### config.mk
export PLATFORM = sky130hd
export DESIGN_NAME = spk128_round_cell
export DESIGN_NICKNAME = d
export VERILOG_FILES = /design/src/spk128_pkg.sv /design/src/spk128_round_cell.sv
export SDC_FILE = /design/constraint.sdc
export NUM_CORES = 1
export LEC_CHECK = 0
export BUFFER_PORTS_ARGS = -buffer_cell sky130_fd_sc_hd__buf_2
export CAP_MARGIN = 10
export CORE_UTILIZATION = 23
export DETAILED_ROUTE_END_ITERATION = 8
export GPL_ROUTABILITY_DRIVEN = 0
export GPL_TIMING_DRIVEN = 0
export HOLD_SLACK_MARGIN = 0.05
export PLACE_DENSITY_LB_ADDON = 0.15
export RECOVER_POWER = 25
export SETUP_SLACK_MARGIN = 0.2
export SYNTH_ARGS = -nofsm -noshare
export SYNTH_HDL_FRONTEND = slang
export SYNTH_SLANG_ARGS = --single-unit
### constraint.sdc
create_clock -name clk_i -period 7.75 [get_ports clk_i]
set_input_delay 0.3875 -clock clk_i [delete_from_list [all_inputs] [get_ports clk_i]]
set_output_delay 0.3875 -clock clk_i [all_outputs]
set_load 0.01 [all_outputs]
### src/spk128_pkg.sv
// shared types, constants and round helpers for the speck128/128 encrypt unit
// no dependencies

package spk128_pkg;

  localparam int unsigned WordW         = 64;
  localparam int unsigned CfgIdxW       = 2;
  localparam int unsigned RoundCountDef = 32;
  localparam int unsigned RotX          = 8;
  localparam int unsigned RotY          = 3;

  localparam logic [WordW-1:0] KeyLowRst  = 64'h0807060504030201;
  localparam logic [WordW-1:0] KeyHighRst = 64'h0403020501010203;

  typedef logic [WordW-1:0] word_t;

  typedef enum logic [CfgIdxW-1:0] {
    CfgKeyLow  = 2'd0,
    CfgKeyHigh = 2'd1
  } cfg_idx_e;

  // cipher pair and key schedule pair carried along the chain
  typedef struct packed {
    word_t x;
    word_t y;
    word_t k;
    word_t l;
  } state_t;

  function automatic word_t ror_x(input word_t v);
    return (v >> RotX) | (v << (WordW - RotX));
  endfunction

  function automatic word_t rol_y(input word_t v);
    return (v << RotY) | (v >> (WordW - RotY));
  endfunction

endpackage

### src/spk128_round_cell.sv
// one speck round cell: round function on data and key schedule, one register stage
// depends on spk128_pkg

module spk128_round_cell #(
  parameter int unsigned ROUND_IDX = 0
) (
  input  logic              clk_i,
  input  logic              rst_ni,
  input  logic              valid_i,
  output logic              ready_o,
  input  spk128_pkg::state_t data_i,
  output logic              valid_o,
  input  logic              ready_i,
  output spk128_pkg::state_t data_o
);
  import spk128_pkg::*;

  localparam word_t RoundConst = WordW'(ROUND_IDX);

  logic   valid_q;
  state_t data_d, data_q;

  assign ready_o = !valid_q || ready_i;

  always_comb begin
    data_d.x = (ror_x(data_i.x) + data_i.y) ^ data_i.k;
    data_d.y = rol_y(data_i.y) ^ data_d.x;
    data_d.l = (ror_x(data_i.l) + data_i.k) ^ RoundConst;
    data_d.k = rol_y(data_i.k) ^ data_d.l;
  end

  always_ff @(posedge clk_i or negedge rst_ni) begin
    if (!rst_ni) begin
      valid_q <= 1'b0;
    end else if (ready_o) begin
      valid_q <= valid_i;
    end
  end

  always_ff @(posedge clk_i) begin
    if (ready_o && valid_i) begin
      data_q <= data_d;
    end
  end

  assign valid_o = valid_q;
  assign data_o  = data_q;

endmodule

==> results.json <==
{
  "final_antenna_net_count": 0,
  "cts.repair.resized": 0,
  "outcome": "finished, final reports clean",
  "dpl.cell_count": 3118,
  "rows": 100,
  "finalWirelength_mm": 72.5,
  "detail_route.first_pass.iterations": 5,
  "grt_pass1_wl_mm": 103,
  "tritoncts_clock_tree": "yes",
  "start_util": 0.232,
  "layout-area-overhead-vs-synth_pct": 27.8,
  "slowest_stage": "sky130_fd_sc_hd__nor3b_1",
  "hpwlAfterDp_mm": 61.1,
  "layout-drive-gt1-share": 0.184,
  "groute.usage.overall": 0.183,
  "post-route-period-util": 0.576,
  "grt_antenna_before_repair": 18,
  "hold_viol_final": 0,
  "worstPathCellList": "clkbuf_1, ha_1, fa_1, a21o_1, a221oi_1, o21ai_0, o2111ai_1, nor3b_1, o21ai_1, a41oi_1, xnor2_1, xor2_1",
  "clkTransAtPathRegs_ps": 60,
  "setup_violations": 0,
  "clk-insertion-delay-late_ps": 540,
  "p_leak_nw": 8.70,
  "power.combinational.fraction": 0.305,
  "synth_cell_types": 58,
  "power.share.clock": 0.314,
  "design.final.nets": 2575,
  "avgViaCountPerCell": 4.77,
  "global_route.overflow_total": 0,
  "path_class": "in -> reg",
  "ctsHtreeMaxLevel": 2,
  "via_count_of_the_first_global_routing_pass": 15400,
  "internal-power_mw": 3.28,
  "worst_path_dominant_cell_family": "compound AO/OA/AOI/OAI gates",
  "drt-wirelength-per-cell_um": 22.7,
  "max_slew.worst_pin.slew_ps": 1050,
  "report.power.total_mw": 4.93,
  "crit_required_ps": 8020,
  "ys_ff_latch": 257,
  "synthesis.yosys.warnings": 0,
  "placedInstanceArea_um2": 21200,
  "postSynth.topFlopCell": "sky130_fd_sc_hd__edfxtp_1",
  "most-common-layout-cells": "sky130_fd_sc_hd__buf_2, sky130_fd_sc_hd__edfxtp_1, sky130_fd_sc_hd__clkbuf_1, sky130_fd_sc_hd__xor2_1, sky130_fd_sc_hd__a21oi_1",
  "clock-skew-final_ps": 17.0,
  "ios": 518,
  "synthCells": 1627,
  "crit_buf_inv": 1,
  "synth_edf_count": 256,
  "min_path_type": "in -> async",
  "grt_start_max_net_pins": 70,
  "unrepaired_setup_endpoints_after_global_routing": "no",
  "min_period_ps": 4470,
  "post_synthesis_mean_instance_area_um2": 10.6,
  "netSwitchingPower_mw": 1.65,
  "fp.dieH_um": 276,
  "die_width_um": 276,
  "power_density_nw_per_um2": 223,
  "final_cell_count_no_fill": 3188,
  "synth_fp_nets": 2015,
  "layout.cells.most_common": "sky130_fd_sc_hd__buf_2",
  "maximum_frequency_from_static_timing_analysis_ghz": 0.224,
  "clock_tree.root_cell": "sky130_fd_sc_hd__clkbuf_16",
  "core-area_um2": 74300,
  "finish.instance_area_um2": 22100,
  "start_kind": "input port",
  "clock_path_buffers": 3,
  "drtIter0Drc": 930,
  "via_count": 15200,
  "die_footprint_um2": 76200,
  "synth.yosys.seq_area_share": 0.446,
  "maximum_fanout_along_the_worst_path": 5,
  "seqPwrFrac": 0.381,
  "cts-buffers-inserted": 34,
  "crit_path_max_incr_delay_ps": 760,
  "worstPathArrival_ps": 4730,
  "max_slew_headroom_at_the_worst_pin": 0.289,
  "synth_area_um2": 17300,
  "drcViolationCount": 0,
  "sw_share": 0.334,
  "clock_sink_count": 257,
  "number_of_buffers_added_on_ports": 517,
  "critical_path.endpoint_type": "flop",
  "synth_async_sr_flop_share": 0.00389,
  "largest_voltage_drop_on_the_vdd_net_uv": 130,
  "cap_violations": 0,
  "fin_worst_hold_slack_ps": 144,
  "final_max_slew_viol_count": 0
}
==> cells by family (layout without fill, tap and decap cells) <==
group           after synthesis  in the layout  share of synthesized area
fa+ha+maj                   128            128                     0.0936
flops                       257            257                      0.446
buf+inv                      99            685                     0.0215
compound gates              464            464                      0.166
mux                           1              1                   0.000579
simple gates                350            350                     0.0965
other cells                   0              6                          0
xor+xnor                    328            328                      0.175
==> stage by stage <==
stage | setup WS [ps] | TNS, ps | utilization
after floorplan | 673 | 0 | -
after global placement | -2250 | -567760 | 0.284
after detailed placement | 2760 | 0 | 0.285
after CTS | 3350 | 0 | 0.300
after global routing | 3070 | 0 | 0.297
final | 3280 | 0 | 0.297
==> cell type report <==
| cell class | count | area (um^2) |
|---|---|---|
| timing repair buffer | 524 | 2490 |
| buffer | 62 | 233 |
| clock inverter | 15 | 115 |
| clock buffer | 47 | 963 |
| fill | 7990 | 52200 |
| inverter | 37 | 139 |
| multi-input combinational | 1271 | 9190 |
| tap | 969 | 1210 |
| antenna | 6 | 15.0 |
| sequential | 257 | 7710 |
==> metal layers <==
layer,GRT usage,part of all wire,vias to the layer above
met5,0,0.00080,-
met4,0.0566,0.027,10
met3,0.0423,0.061,92
met2,0.309,0.48,521
met1,0.232,0.43,7401
li1,-,-,7190
==> repair_timing <==
item / in CTS / in global routing
hold buffers: 2 / 0
endpoints found under the hold margin: 2 / 0
endpoints found under the setup margin: 0 / 0
setup buffers: 0 / 0
==> final timing paths <==
kind	to	slack, ps	cells past startpoint	from
max	data_o[122]$_DFFE_PP_	3280	12	data_i[64]
min	valid_o$_DFFE_PN0N_	140	2	rst_ni
max reg2reg	data_o[213]$_DFFE_PP_	5590	4	valid_o$_DFFE_PN0N_
min reg2reg	valid_o$_DFFE_PN0N_	570	2	valid_o$_DFFE_PN0N_
max in group asynchronous	valid_o$_DFFE_PN0N_	7520	2	rst_ni
min in group clk_i	data_o[171]$_DFFE_PP_	160	2	data_i[168]
==> Yosys cell counts, drive strengths merged (31+ instances only) <==
cell    instances  area [um^2]
xnor2         137         1200
xor2          180         1580
clkbuf         62          233
nor2           82          308
nand2         121          454
ha            126         1580
o21ai          92          460
inv            37          139
o21bai         31          233
nand4          50          313
a21oi         179          896
edfxtp        256         7690
a21o           49          368
==> state kept, by name, summed over array words and instances, names as in the netlist <==
register	flops
valid_o	1
data_o	256
==> power by group through the flow <==
stage | combinational [mW] | sequential [mW] | clock [mW]
4_1_cts | 1.55 | 1.88 | 1.61
5_1_grt | 1.64 | 1.89 | 1.67
3_5_place_dp | 1.54 | 1.90 | 0
3_3_place_gp | 1.52 | 1.93 | 0
6_report | 1.50 | 1.88 | 1.55
2_1_floorplan | 0.811 | 2.02 | 0
Note: power is estimated with default switching activity, not from simulation.
